[src/design/iil_pkg.sv]
// ============================================================================
// iil_pkg: shared types and constants for the identifier and integer lexer
// Transaction payload types, token codes and character constants.
// ============================================================================
`default_nettype none

package iil_pkg;

  // Widths of the position and length fields
  localparam int POSITION_BITS = 32;
  localparam int LENGTH_BITS   = 16;
  localparam int VALUE_BITS    = 63;

  // Output queue sizing
  localparam int FIFO_DEPTH    = 4;
  localparam int FIFO_PTR_BITS = $clog2(FIFO_DEPTH);

  // Token codes
  localparam logic [2:0] TK_EOF   = 3'd0;
  localparam logic [2:0] TK_ERROR = 3'd1;
  localparam logic [2:0] TK_IDENT = 3'd2;
  localparam logic [2:0] TK_INT   = 3'd3;
  localparam logic [2:0] TK_PLUS  = 3'd4;
  localparam logic [2:0] TK_MINUS = 3'd5;

  // Input item kinds
  localparam logic KIND_BYTE = 1'b0;
  localparam logic KIND_END  = 1'b1;

  // Character constants
  localparam logic [7:0] CH_0     = 8'h30;
  localparam logic [7:0] CH_9     = 8'h39;
  localparam logic [7:0] CH_UPPER_A = 8'h41;
  localparam logic [7:0] CH_UPPER_Z = 8'h5A;
  localparam logic [7:0] CH_LOWER_A = 8'h61;
  localparam logic [7:0] CH_LOWER_Z = 8'h7A;
  localparam logic [7:0] CH_UNDER = 8'h5F;
  localparam logic [7:0] CH_PLUS  = 8'h2B;
  localparam logic [7:0] CH_MINUS = 8'h2D;
  localparam logic [7:0] CH_SPACE = 8'h20;
  localparam logic [7:0] CH_TAB   = 8'h09;
  localparam logic [7:0] CH_CR    = 8'h0D;

  localparam logic [VALUE_BITS-1:0] VALUE_MAX = {VALUE_BITS{1'b1}};
  localparam logic [LENGTH_BITS-1:0] LEN_MAX  = {LENGTH_BITS{1'b1}};

  typedef struct packed {
    logic       kind;
    logic [7:0] byte_value;
  } in_item_t;

  typedef struct packed {
    logic [2:0]               token_kind;
    logic [VALUE_BITS-1:0]    int_value;
    logic                     overflow;
    logic [POSITION_BITS-1:0] token_start;
    logic [LENGTH_BITS-1:0]   token_length;
    logic                     last;
  } out_item_t;

endpackage

`default_nettype wire

[src/design/identifier_integer_lexer.sv]
// ============================================================================
// identifier_integer_lexer: streaming lexer for identifiers and integers
// Turns a stream of source bytes into identifier, integer, sign and error
// tokens, reported as start offset and length.
// ============================================================================
//
// Usage:
//   Input channel (in_valid/in_ready/in_data) carries one source byte or an
//   end-of-input marker per transaction. Output channel (out_valid/out_ready/
//   out_data) carries one token per transaction; each input transaction
//   causes zero, one or two tokens, and the last one it causes has last set.
//   End of input flushes any pending token, sends an eof token and returns
//   the lexer to its reset state, so the next byte is offset 0.
// Path: a token goes from the input transaction that causes it through the
//   input register, then lexing into the output queue, to the output.
// Throughput: one input transaction per cycle. The lexing stage needs two
//   free entries in the four-entry output queue, so bytes that cause two
//   tokens, or a stalled receiver, slow the input to the output drain rate.
// Reset: synchronous rst clears the lexer state, the input register and
//   the output queue. While the receiver stalls, tokens collect in the queue
//   and in_ready falls once the input register holds a transaction and the queue cannot take two more.
//
`default_nettype none

module identifier_integer_lexer (
  input  wire logic                clk,
  input  wire logic                rst,
  input  wire logic                in_valid,
  output logic                     in_ready,
  input  wire iil_pkg::in_item_t   in_data,
  output logic                     out_valid,
  input  wire logic                out_ready,
  output iil_pkg::out_item_t       out_data
);
  import iil_pkg::*;

  // Lexer phases
  localparam logic [1:0] PH_IDLE  = 2'd0;
  localparam logic [1:0] PH_UNDER = 2'd1;
  localparam logic [1:0] PH_IDENT = 2'd2;
  localparam logic [1:0] PH_NUM   = 2'd3;

  // Input register
  logic     stage_valid;
  in_item_t stage_item;
  logic     stage_fire;

  // Lexer state
  logic [1:0]               phase, phase_next;
  logic [VALUE_BITS-1:0]    accumulator, accumulator_next;
  logic                     overflow_seen, overflow_seen_next;
  logic [POSITION_BITS-1:0] position, position_next;
  logic [POSITION_BITS-1:0] start_offset, start_offset_next;
  logic [LENGTH_BITS-1:0]   text_count, text_count_next;

  // Output queue
  out_item_t                fifo_mem [FIFO_DEPTH];
  logic [FIFO_PTR_BITS-1:0] wr_ptr, rd_ptr;
  logic [FIFO_PTR_BITS:0]   fifo_count;
  logic                     fifo_pop;

  // Character classes and per-item results
  logic [7:0]             ch;
  logic                   is_digit, is_letter, is_under, is_space;
  logic [3:0]             digit;
  logic [VALUE_BITS+3:0]  acc_prod;
  logic                   acc_sat;
  logic [VALUE_BITS-1:0]  acc_add;
  logic [LENGTH_BITS-1:0] count_inc;
  logic                   flush_v, fresh_v, do_flush, lex_fresh;
  out_item_t              flush_tok, fresh_tok, slot0, slot1;
  logic [1:0]             push_n;

  // Input handshake: the stage moves on when the queue has room for two
  assign stage_fire = stage_valid && (fifo_count <= (FIFO_PTR_BITS+1)'(FIFO_DEPTH - 2));
  assign in_ready   = !stage_valid || stage_fire;

  always_ff @(posedge clk) begin
    if (rst) begin
      stage_valid <= 1'b0;
    end else if (in_ready) begin
      stage_valid <= in_valid;
    end
    if (in_ready && in_valid) begin
      stage_item <= in_data;
    end
  end

  // Character classification
  always_comb begin
    ch        = stage_item.byte_value;
    is_digit  = (ch >= CH_0) && (ch <= CH_9);
    is_letter = ((ch >= CH_UPPER_A) && (ch <= CH_UPPER_Z)) ||
                ((ch >= CH_LOWER_A) && (ch <= CH_LOWER_Z));
    is_under  = (ch == CH_UNDER);
    is_space  = (ch == CH_SPACE) || ((ch >= CH_TAB) && (ch <= CH_CR));
    digit     = 4'(ch - CH_0);
  end

  // Multiply-by-ten accumulate with saturation
  always_comb begin
    acc_prod  = {1'b0, accumulator, 3'b000} + {3'b000, accumulator, 1'b0}
              + {{VALUE_BITS{1'b0}}, digit};
    acc_sat   = |acc_prod[VALUE_BITS+3:VALUE_BITS];
    acc_add   = acc_sat ? VALUE_MAX : acc_prod[VALUE_BITS-1:0];
    count_inc = (text_count == LEN_MAX) ? text_count : text_count + 1'b1;
  end

  // Token pending from the current phase
  always_comb begin
    flush_tok              = '0;
    flush_tok.token_start  = start_offset;
    flush_tok.token_length = text_count;
    unique case (phase)
      PH_UNDER: flush_tok.token_kind = TK_ERROR;
      PH_IDENT: flush_tok.token_kind = TK_IDENT;
      PH_NUM: begin
        flush_tok.token_kind = TK_INT;
        flush_tok.int_value  = accumulator;
        flush_tok.overflow   = overflow_seen;
      end
      default:  flush_tok.token_kind = TK_EOF;
    endcase
  end

  // Phase transitions and the tokens they emit
  always_comb begin
    phase_next         = phase;
    accumulator_next   = accumulator;
    overflow_seen_next = overflow_seen;
    position_next      = position;
    start_offset_next  = start_offset;
    text_count_next    = text_count;
    flush_v            = 1'b0;
    fresh_v            = 1'b0;
    do_flush           = 1'b0;
    lex_fresh          = 1'b0;
    fresh_tok              = '0;
    fresh_tok.token_start  = position;
    fresh_tok.token_length = LENGTH_BITS'(1);

    if (stage_item.kind == KIND_END) begin
      // Flush, send eof, return to reset state
      flush_v                = (phase != PH_IDLE);
      fresh_v                = 1'b1;
      fresh_tok.token_kind   = TK_EOF;
      fresh_tok.token_length = '0;
      phase_next             = PH_IDLE;
      accumulator_next       = '0;
      overflow_seen_next     = 1'b0;
      position_next          = '0;
      start_offset_next      = '0;
      text_count_next        = '0;
    end else begin
      position_next = position + 1'b1;
      unique case (phase)
        PH_UNDER: begin
          if (is_under) begin
            text_count_next = count_inc;
          end else if (is_letter || is_digit) begin
            text_count_next = count_inc;
            phase_next      = PH_IDENT;
          end else begin
            do_flush = 1'b1;
          end
        end
        PH_IDENT: begin
          if (is_letter || is_digit || is_under) begin
            text_count_next = count_inc;
          end else begin
            do_flush = 1'b1;
          end
        end
        PH_NUM: begin
          if (is_digit) begin
            text_count_next    = count_inc;
            accumulator_next   = acc_add;
            overflow_seen_next = overflow_seen | acc_sat;
          end else begin
            do_flush = 1'b1;
          end
        end
        default: lex_fresh = 1'b1;
      endcase

      if (do_flush) begin
        flush_v    = 1'b1;
        lex_fresh  = 1'b1;
        phase_next = PH_IDLE;
      end

      // Lex the byte from the between-tokens phase
      if (lex_fresh) begin
        priority if (is_digit) begin
          phase_next         = PH_NUM;
          start_offset_next  = position;
          text_count_next    = LENGTH_BITS'(1);
          accumulator_next   = {{(VALUE_BITS-4){1'b0}}, digit};
          overflow_seen_next = 1'b0;
        end else if (is_under || is_letter) begin
          phase_next         = is_under ? PH_UNDER : PH_IDENT;
          start_offset_next  = position;
          text_count_next    = LENGTH_BITS'(1);
          accumulator_next   = '0;
          overflow_seen_next = 1'b0;
        end else if (ch == CH_PLUS) begin
          fresh_v              = 1'b1;
          fresh_tok.token_kind = TK_PLUS;
        end else if (ch == CH_MINUS) begin
          fresh_v              = 1'b1;
          fresh_tok.token_kind = TK_MINUS;
        end else if (!is_space) begin
          fresh_v              = 1'b1;
          fresh_tok.token_kind = TK_ERROR;
        end else begin
          fresh_v = 1'b0;
        end
      end
    end
  end

  // Pack the emitted tokens into queue slots in order
  always_comb begin
    slot1      = fresh_tok;
    slot1.last = 1'b1;
    if (flush_v) begin
      slot0      = flush_tok;
      slot0.last = !fresh_v;
      push_n     = fresh_v ? 2'd2 : 2'd1;
    end else begin
      slot0      = fresh_tok;
      slot0.last = 1'b1;
      push_n     = {1'b0, fresh_v};
    end
  end

  // Lexer state registers
  always_ff @(posedge clk) begin
    if (rst) begin
      phase         <= PH_IDLE;
      accumulator   <= '0;
      overflow_seen <= 1'b0;
      position      <= '0;
      start_offset  <= '0;
      text_count    <= '0;
    end else if (stage_fire) begin
      phase         <= phase_next;
      accumulator   <= accumulator_next;
      overflow_seen <= overflow_seen_next;
      position      <= position_next;
      start_offset  <= start_offset_next;
      text_count    <= text_count_next;
    end
  end

  // Output queue
  assign out_valid = (fifo_count != '0);
  assign out_data  = fifo_mem[rd_ptr];
  assign fifo_pop  = out_valid && out_ready;

  always_ff @(posedge clk) begin
    if (rst) begin
      wr_ptr     <= '0;
      rd_ptr     <= '0;
      fifo_count <= '0;
    end else begin
      if (stage_fire) begin
        wr_ptr <= wr_ptr + FIFO_PTR_BITS'(push_n);
      end
      if (fifo_pop) begin
        rd_ptr <= rd_ptr + 1'b1;
      end
      fifo_count <= fifo_count + (stage_fire ? (FIFO_PTR_BITS+1)'(push_n) : '0)
                  - (FIFO_PTR_BITS+1)'(fifo_pop);
    end
  end

  always_ff @(posedge clk) begin
    if (stage_fire && (push_n != 2'd0)) begin
      fifo_mem[wr_ptr] <= slot0;
    end
    if (stage_fire && (push_n == 2'd2)) begin
      fifo_mem[wr_ptr + 1'b1] <= slot1;
    end
  end

endmodule

`default_nettype wire

[config.mk]
export PLATFORM = sky130hd
export DESIGN_NAME = identifier_integer_lexer
export DESIGN_NICKNAME = d
export VERILOG_FILES = /design/src/design/iil_pkg.sv /design/src/design/identifier_integer_lexer.sv
export SDC_FILE = /design/constraint.sdc
export NUM_CORES = 1
export LEC_CHECK = 0
export BUFFER_PORTS_ARGS = -buffer_cell sky130_fd_sc_hd__buf_2
export CORE_MARGIN = 8
export CORE_UTILIZATION = 62
export CTS_CLUSTER_SIZE = 24
export DETAILED_ROUTE_END_ITERATION = 7
export GPL_TIMING_DRIVEN = 0
export PLACE_DENSITY = 0.8
export SYNTH_ARGS = -nofsm -noshare
export SYNTH_HDL_FRONTEND = slang
export SYNTH_SLANG_ARGS = --single-unit
export TNS_END_PERCENT = 30
[constraint.sdc]
create_clock -name clk -period 5 [get_ports clk]
set_input_delay 1.5 -clock clk [delete_from_list [all_inputs] [get_ports clk]]
set_output_delay 1.5 -clock clk [all_outputs]
set_load 0.02 [all_outputs]
==> flow_results.org, run 1 <==
** Outcome
- Status :: finished with violations
- Violations in the final reports :: negative setup slack

** Pwr
- Cell leakage power :: 0.0131 uW
- Power after layout :: 11900 uW
- Power spread over the standard cell area amounts to 359 nW/um2.
- Across the VDD grid, the largest voltage drop is 0.356 mV.

** Routing
- Number of DRC markers in iteration 0 :: 2490
- Wires add up to 84200 um.
- Detail Route Antenna Nets :: 0
- The first detailed-routing pass ran for 6 iterations.
- After detailed routing, the number of remaining DRC violations is 0.
- Post-detailed-route wirelength per cell :: 23.8 um
- Via-per-instance ratio :: 6.81
- Vias post-DR :: 24.1k

** Die
- Die boundary height :: 234 um
- Number of primary I/O pins :: 131
- Horizontal extent of the die :: 234 um
- The floorplan has 80 rows.
- DIE AREA :: 54800 um2
- In this run the standard cell core region covers 47300 um2.
- Once the floorplan was initialized, standard cells occupied 62.3% of the core.

** Setup path
- CP delay by family, top :: buffers and inverters
- Cells along the critical path :: clkbuf_1, clkdlybuf4s15_2, clkbuf_1, mux4_2, buf_2
- Data on the critical path is required at its endpoint by 3.50 ns.
- STA classifies the critical path endpoint as a primary output.
- For this design, the slowest cell found on the critical path is sky130_fd_sc_hd__clkdlybuf4s15_2.
- Of all nets on the critical path, the largest fanout is 10.
- STA classifies the critical path startpoint as a register.
- The critical path contains buffers and inverters numbering 4 combined.
- Register-to-Register Setup Slack :: 0.14 ns
- In this design, the critical path's most frequently occurring cell is sky130_fd_sc_hd__clkbuf_1.
- CP max stage delay :: 0.70 ns
- The critical path in this run is classified as register to primary output.
- The startpoint identified for the worst register-to-register timing path is ch[3].
- The endpoint identified for the worst register-to-register timing path is fifo_mem[1][65].
- The number of cells on the worst reg-to-reg path is 14.
- Arrival time at the worst endpoint :: 3.52 ns

** Logic synthesis
- Number of flip-flops and latches in the synthesized netlist :: 629
- Library cell with the largest summed area after synthesis :: sky130_fd_sc_hd__dfxtp_1
- Synthesis produced a netlist whose cell count is 2677.
- Largest cells by area after synthesis :: sky130_fd_sc_hd__dfxtp_1 33%, sky130_fd_sc_hd__edfxtp_1 15%, sky130_fd_sc_hd__a22o_1 13%, sky130_fd_sc_hd__mux4_2 8.9%, sky130_fd_sc_hd__ha_1 5.7%
- The netlist uses 77 different library cells.
- Averaged over all synthesized cells, the footprint is 11.0 um2.
- Number of enable-type register cells in the synthesized netlist :: 149
- Sequential area share after synthesis :: 47.8%
- Yosys Warn Count :: 0
- Synth Flop Type :: sky130_fd_sc_hd__dfxtp_1
- Fraction of post-synthesis cell area in the top cell type by area :: 32.6%
- When the netlist entered floorplanning its net count stood at 2827.
- The synthesized netlist occupies a cell area of 29500 um2.
- FFs w/ async S/R, synth :: 0%

** Min path
- Counting instances, the worst hold path has a depth of 2.
- The worst hold path terminates at fifo_mem[2][114].
- The tightest min-delay check is of the register to register type.
- The worst hold path begins at fifo_mem[2][114].

** Layout
- Total area of multi-input combinational cells :: 14500 um2
- Synth-to-Final Area Change :: 12.7%
- Fraction of layout instances using a drive strength above 1 :: 14.9%
- Filler Cell Count :: 3390
- Number of nets in the layout :: 3030
- Storage cell area :: 14100 um2
- Total non-filler cell area in the finished layout :: 33200 um2
- 0 antenna diodes ended up in the layout.

** Clock tree
- TritonCTS built the clock tree.
- At the later pin of the worst-skew pair, clock insertion delay measures 0.65 ns.
- TritonCTS buffer count :: 61
- Counting every sink on the clock net gives 629.
- After clock tree synthesis, the clock-pin slew on the worst setup and hold paths is 0.06 ns.
- Number of H-tree branching levels :: 2
- The clock passes through at most 3 buffers.
- In this run the clock root is driven by a sky130_fd_sc_hd__clkbuf_16.

** Timing
- Across all setup checks in the final design, the least slack found is -0.0205 ns.
- Number of hold-slack violations in the final timing report :: 0
- Derived from the worst setup path, the maximum achievable clock frequency is 199 MHz.
- Final Max Tran Viols :: 0
- Unrepaired setup endpoints after global routing :: yes
- Portion of the clock cycle consumed by the worst path in the final layout :: 100%
- Adding up every negative setup slack in the final design gives -0.0775 ns.
- Clock skew on the completed layout was measured at 0.0266 ns.
- For the finished layout, the period the worst path requires is 5.02 ns.
- Measured against its own limit, the worst slew margin works out to 24.4%.
- Across all hold checks on the routed design, the worst slack comes to 0.466 ns.
- Actual transition at the worst max-transition pin :: 1.13 ns
- Setup violations remaining at the end of the flow were counted as 9.

** Global routing
- Total global routing track utilization :: 30.1%
- The first global-routing pass estimated 131000 um of wire.
- The number of antenna violations at the first check in global routing was 0.
- Via count of the first global-routing pass :: 23.6k
- After global routing the overflow that remains totals 0.
- Largest net degree at the start of global routing :: 33

** Place
- Routability Congestion :: 0.953
- Detailed placement ended at an HPWL of 57800 um.
- Count of input and output buffers :: 130
- Cell Area, Placed :: 31000 um2
- Pre-CTS worst setup slack :: -0.428 ns

** Flow run
- Max-cap violations in this run came to 0.
timing repair:
item,in CTS,in global routing
cloned,0,0
pin swaps,1,3
resized for setup,12,55
hold buffers,0,0
buffers inserted,1,7
setup endpoints to repair,502,611
power breakdown:
part / switching [uW] / internal [uW] / total, uW / leakage, uW
logic: 1220 / 655 / 1870 / 0.00692
registers: 84.4 / 5330 / 5420 / 0.00519
clock network: 2020 / 2620 / 4640 / 0.000991
synthesized netlist by cell type, types with 6 or more instances:
master	instances
sky130_fd_sc_hd__xor2_1	48
sky130_fd_sc_hd__clkbuf_1	184
sky130_fd_sc_hd__nor3_1	24
sky130_fd_sc_hd__nor4_1	6
sky130_fd_sc_hd__mux4_2	116
sky130_fd_sc_hd__buf_1	17
sky130_fd_sc_hd__or3_1	12
sky130_fd_sc_hd__a31oi_1	18
sky130_fd_sc_hd__xnor2_1	44
sky130_fd_sc_hd__inv_1	38
sky130_fd_sc_hd__buf_2	19
sky130_fd_sc_hd__a22o_1	445
sky130_fd_sc_hd__nand3_1	47
sky130_fd_sc_hd__o21bai_1	11
sky130_fd_sc_hd__edfxtp_1	149
sky130_fd_sc_hd__nand4_1	27
sky130_fd_sc_hd__o21ai_0	108
sky130_fd_sc_hd__a21o_1	26
sky130_fd_sc_hd__nor2_1	168
sky130_fd_sc_hd__nand2_1	200
sky130_fd_sc_hd__a22oi_1	33
sky130_fd_sc_hd__o22ai_1	15
sky130_fd_sc_hd__nand2b_1	15
sky130_fd_sc_hd__o21a_1	12
sky130_fd_sc_hd__ha_1	134
sky130_fd_sc_hd__o31ai_1	8
sky130_fd_sc_hd__a211oi_1	11
sky130_fd_sc_hd__o211ai_1	6
sky130_fd_sc_hd__and3_1	21
sky130_fd_sc_hd__a21oi_1	138
sky130_fd_sc_hd__o221ai_1	8
sky130_fd_sc_hd__dfxtp_1	480
sky130_fd_sc_hd__and2_1	6
state kept, by name, indices dropped and copies added (netlist names), named ones only:
register       flops
fifo_mem         464
accumulator       63
position          32
start_offset      32
text_count        16
ch                 8
fifo_count         3
phase              2
rd_ptr             2
wr_ptr             2
overflow_seen      1
stage_item         1
stage_valid        1
cell usage in the layout (no fill, tap or decap), drive strengths merged, types with 44 or more instances in the layout:
cell type	Yosys	final
buf	38	176
nand2	200	200
a21oi	138	138
nand3	49	49
xnor2	44	44
xor2	48	48
clkbuf	184	266
mux4	116	116
nor2	168	168
edfxtp	149	149
o21ai	114	114
dfxtp	480	480
ha	134	134
a22o	445	445
final cells by class:
| cell class | instances | area share (%) |
|---|---|---|
| Tap cell | 615 | 2.31 |
| Clock buffer | 82 | 5.04 |
| Buffer | 220 | 2.73 |
| Sequential cell | 629 | 42.4 |
| Inverter | 38 | 0.448 |
| Timing Repair Buffer | 142 | 2.42 |
| Clock inverter | 31 | 1.03 |
| Multi-Input combinational cell | 1788 | 43.6 |
per-layer routing:
layer / up-vias / part of all wire [%] / track usage (%)
met1: 11800 / 41 / 41.3
li1: 10700 / - / -
met4: 0 / 3.6 / 12.1
met2: 1385 / 46 / 47.1
met3: 228 / 10 / 5.55
met5: - / 0 / 0
how the worst max path moves through the flow:
stage	start	depth (start not counted)	slack [ns]	to
after CTS	ch[3]	15	-0.35	fifo_mem[2][113]
after global placement	ch[3]	13	-1.12	fifo_mem[3][38]
after floorplan	ch[3]	14	0.82	fifo_mem[1][113]
after detailed placement	ch[1]	15	-0.43	fifo_mem[1][34]
final	register	5	-0.02	out_data[64]
after global routing	register	4	-0.03	out_data[100]
worst min-delay path: stages (launching register included):
cell and delay (ns):
sky130_fd_sc_hd__dfxtp_1 0.32, sky130_fd_sc_hd__nand2_1 0.05, sky130_fd_sc_hd__o21ai_0 0.07
metrics by stage:
stage,cells,utilization [%]
6_report,3545,70.2
5_1_grt,3545,70.2
4_1_cts,3538,69.8
3_5_place_dp,3426,65.5
3_3_place_gp,3422,65.3
2_1_floorplan,2677,-
cells by family (layout without fill, tap and decap cells):
kind of cell	after synthesis	count (layout)	synth area share [%]
compound gates	893	893	22.8
simple gates	545	545	8.31
buf+inv	260	513	3.44
fa+ha+maj	138	138	5.92
flops	629	629	47.8
xor+xnor	92	92	2.73
mux	120	120	9.00
No activity file was read; power rests on OpenSTA's default activity.
==> run 2: changes to the inputs <==
--- a/config.mk
+++ b/config.mk
@@ -12,6 +12,7 @@
 export DETAILED_ROUTE_END_ITERATION = 7
 export GPL_TIMING_DRIVEN = 0
 export PLACE_DENSITY = 0.8
+export REMOVE_ABC_BUFFERS = 1
 export SYNTH_ARGS = -nofsm -noshare
 export SYNTH_HDL_FRONTEND = slang
 export SYNTH_SLANG_ARGS = --single-unit
==> run 2 against run 1 <==
Net effect: the flow still finishes with violations (negative setup slack); fmax up 0.38%; flip-flop and latch count is the same; first-iteration DRC count grew 0.44%; critical path type is now register to register.
==> flow_results.org, run 2 (synthesized netlist as in run 1, its figures left out) <==
** Die
- Core Rows :: 80
- The die covers 54800 um2.
- Measured along the x axis, the die boundary spans 234 um.
- Die boundary height :: 234 um
- 131 I/O pins were placed.
- Initial Util :: 62.3%
- Core Area :: 47300 um2

** Setup path
- Arrival time at the worst endpoint :: 5.46 ns
- The most critical setup path has its startpoint at ch[3].
- CP delay by family, top :: simple AND/OR/NAND/NOR gates
- The critical path runs through a total of 13 cells.
- Register-to-Register Setup Slack :: -0.002 ns
- Together, buffers and inverters on the worst path number 3.
- STA classifies the critical path startpoint as a register.
- The critical path ends at fifo_mem[1][40].
- For this run, the slowest stage of the critical path takes 0.62 ns.
- Data on the critical path is required at its endpoint by 5.46 ns.
- The startpoint identified for the worst register-to-register timing path is ch[3].
- R2R depth :: 13
- Highest fanout seen on the critical path :: 31
- Class of the most critical setup path :: register to register
- The critical path goes through buf_4, or4_1, a21oi_1, nand4bb_1, maj3_1, a21oi_1, a21oi_4, inv_1, ha_1, or3_1, nor2_4, buf_12, a22o_1.
- The largest individual stage delay along the critical path comes from the cell sky130_fd_sc_hd__or3_1.
- The worst register-to-register path ends at fifo_mem[1][40].
- Most common cell type on the critical path :: sky130_fd_sc_hd__a21oi_1
- Category of the worst setup path capture point :: register

** Timing
- Final Max Tran Viols :: 0
- The worst pin sits at a relative slew slack of 4.95%.
- Worst Setup Slack, final :: -0.00150 ns
- The final critical path takes up 100% of the cycle.
- Subtracting the final worst setup slack from the clock period gives 5.00 ns.
- Number of hold-slack violations in the final timing report :: 0
- At the pin with the least slew margin, the transition time is 1.42 ns.
- Setup total negative slack on the finished layout was measured at -0.00150 ns.
- Setup repair after global routing could not meet its margin everywhere.
- Setup violations, final :: 1
- Layout Skew :: 0.0208 ns
- Fmax achieved :: 200 MHz

** Clock tree
- For this design, the CTS-stage hold fixing added 0 buffers.
- In this run the deepest clock path goes through 3 buffers.
- TritonCTS buffer count :: 66
- Clock latency on the worst-skew pair, taken at its later pin, is 0.60 ns.
- The H-tree was split into 3 levels.
- Register clock-pin slew on the reported worst setup and hold paths :: 0.06 ns
- Number of clock sinks seen by CTS :: 629
- TritonCTS built the clock tree.
- The tree is rooted in a sky130_fd_sc_hd__clkbuf_16.

** Global routing
- Largest net degree at the start of global routing :: 66
- Across every metal layer, demand over resource in global routing totals 29.7%.
- First-pass GRT wire length :: 130000 um
- The number of antenna violations at the first check in global routing is 1.
- The number of global-route vias before repair is 23.8k.
- Overflow left after global routing :: 0

** Routing
- After the first detailed-routing iteration, the DRC count stood at 2501.
- Wire length after detailed routing :: 82700 um
- The routed layout has 23.6k vias.
- Remaining DRCs :: 0
- In this run the remaining antenna-violating nets after routing total 0.
- Number of optimization iterations in the first detailed-route pass :: 7
- In the final routed layout, each cell accounts on average for 24.5 um.
- Via-per-instance ratio :: 6.98

** Layout
- The finished cells cover 33600 um2.
- Number of nets in the layout :: 2859
- Synth-to-Final Area Change :: 13.8%
- In the final layout, the share of cells above drive strength 1 is 16.6%.
- The library cell used most frequently in the layout, excluding fill and tap cells, is sky130_fd_sc_hd__dfxtp_1.
- Fill cells in the final layout number 3167.
- Number of flip-flops in the largest register :: 464
- fifo_mem holds more flip-flops than any other register.
- Top flop regs :: fifo_mem: 464 flops, accumulator: 63 flops
- Leading cell types in the layout, fill and taps excluded :: 476 x sky130_fd_sc_hd__dfxtp_1, 445 x sky130_fd_sc_hd__a22o_1, 195 x sky130_fd_sc_hd__nand2_1, 157 x sky130_fd_sc_hd__nor2_1, 149 x sky130_fd_sc_hd__edfxtp_1
- Antenna diodes :: 0
- Final Util :: 70.9%

** Place
- Routability-driven placement finished with a final weighted congestion of 0.891.
- After detailed placement, the total cell area comes to 31100 um2.
- After legalization and detailed placement, the total HPWL measured 52200 um.
- In this run the tool buffered the top-level ports with 130 buffer cells.

** Outcome
- Status :: finished with violations
- The final reports fail on negative setup slack.

** Pwr
- Worst IR drop on VDD :: 0.268 mV
- Power per cell area :: 368 nW/um2
- For this design the static power due to leakage is 0.0132 uW.

** Flow run
- Total of max-cap violations :: 0

** Min path
- The tightest min-delay check is of the register to register type.
run 2: timing repair:
item	CTS	global route
pin swaps	3	8
gates resized for setup	10	6
endpoints found under the hold margin	0	0
buffers inserted	5	10
setup endpoints to repair	621	378
gates cloned	2	1
run 2: per-layer routing:
layer / global-route usage (%) / share of wire (%) / vias to the layer above
met4: 12.6 / 3.6 / 2
met2: 47.7 / 47 / 1330
met5: 0 / 0.016 / -
met3: 5.64 / 9.8 / 265
li1: - / - / 10400
met1: 39.2 / 40 / 11600
run 2: layout make-up:
type                    count  area, um2  area share (%)
well taps                 615        769            2.29
repair buffers            183       1660            4.95
inverters                  38        153           0.455
multi-input cells        1791      14600            43.7
clock inverters            23        267           0.794
clock buffers              96       1960            5.84
flip-flops and latches    629      14100            42.0
run 2: metrics by stage:
stage	instances	hold slack [ns]	worst slack, ns	total power [uW]
6_report	3375	0.470	-0.00150	12400
5_1_grt	3375	0.481	-0.129	12700
4_1_cts	3364	0.471	0.0264	12400
3_5_place_dp	3238	0.445	-0.889	7410
3_3_place_gp	3200	0.431	-4.77	7250
2_1_floorplan	2455	0.420	-2.12	6730
run 2: worst min path at each step:
stage | start | end | cells past startpoint
floorplan | fifo_mem[2][114] | fifo_mem[2][114] | 2
global placement | fifo_mem[1][114] | fifo_mem[1][114] | 2
detailed placement | fifo_mem[1][114] | fifo_mem[1][114] | 2
CTS | fifo_mem[3][3] | fifo_mem[3][3] | 1
global route | fifo_mem[2][9] | fifo_mem[2][9] | 1
finish | fifo_mem[3][3] | fifo_mem[3][3] | 1
run 2: where the power goes:
group          switching [uW]  leakage, uW  internal (uW)
Sequential                171      0.00520           5330
Clock                    2030      0.00108           2990
Combinational            1100      0.00692            726
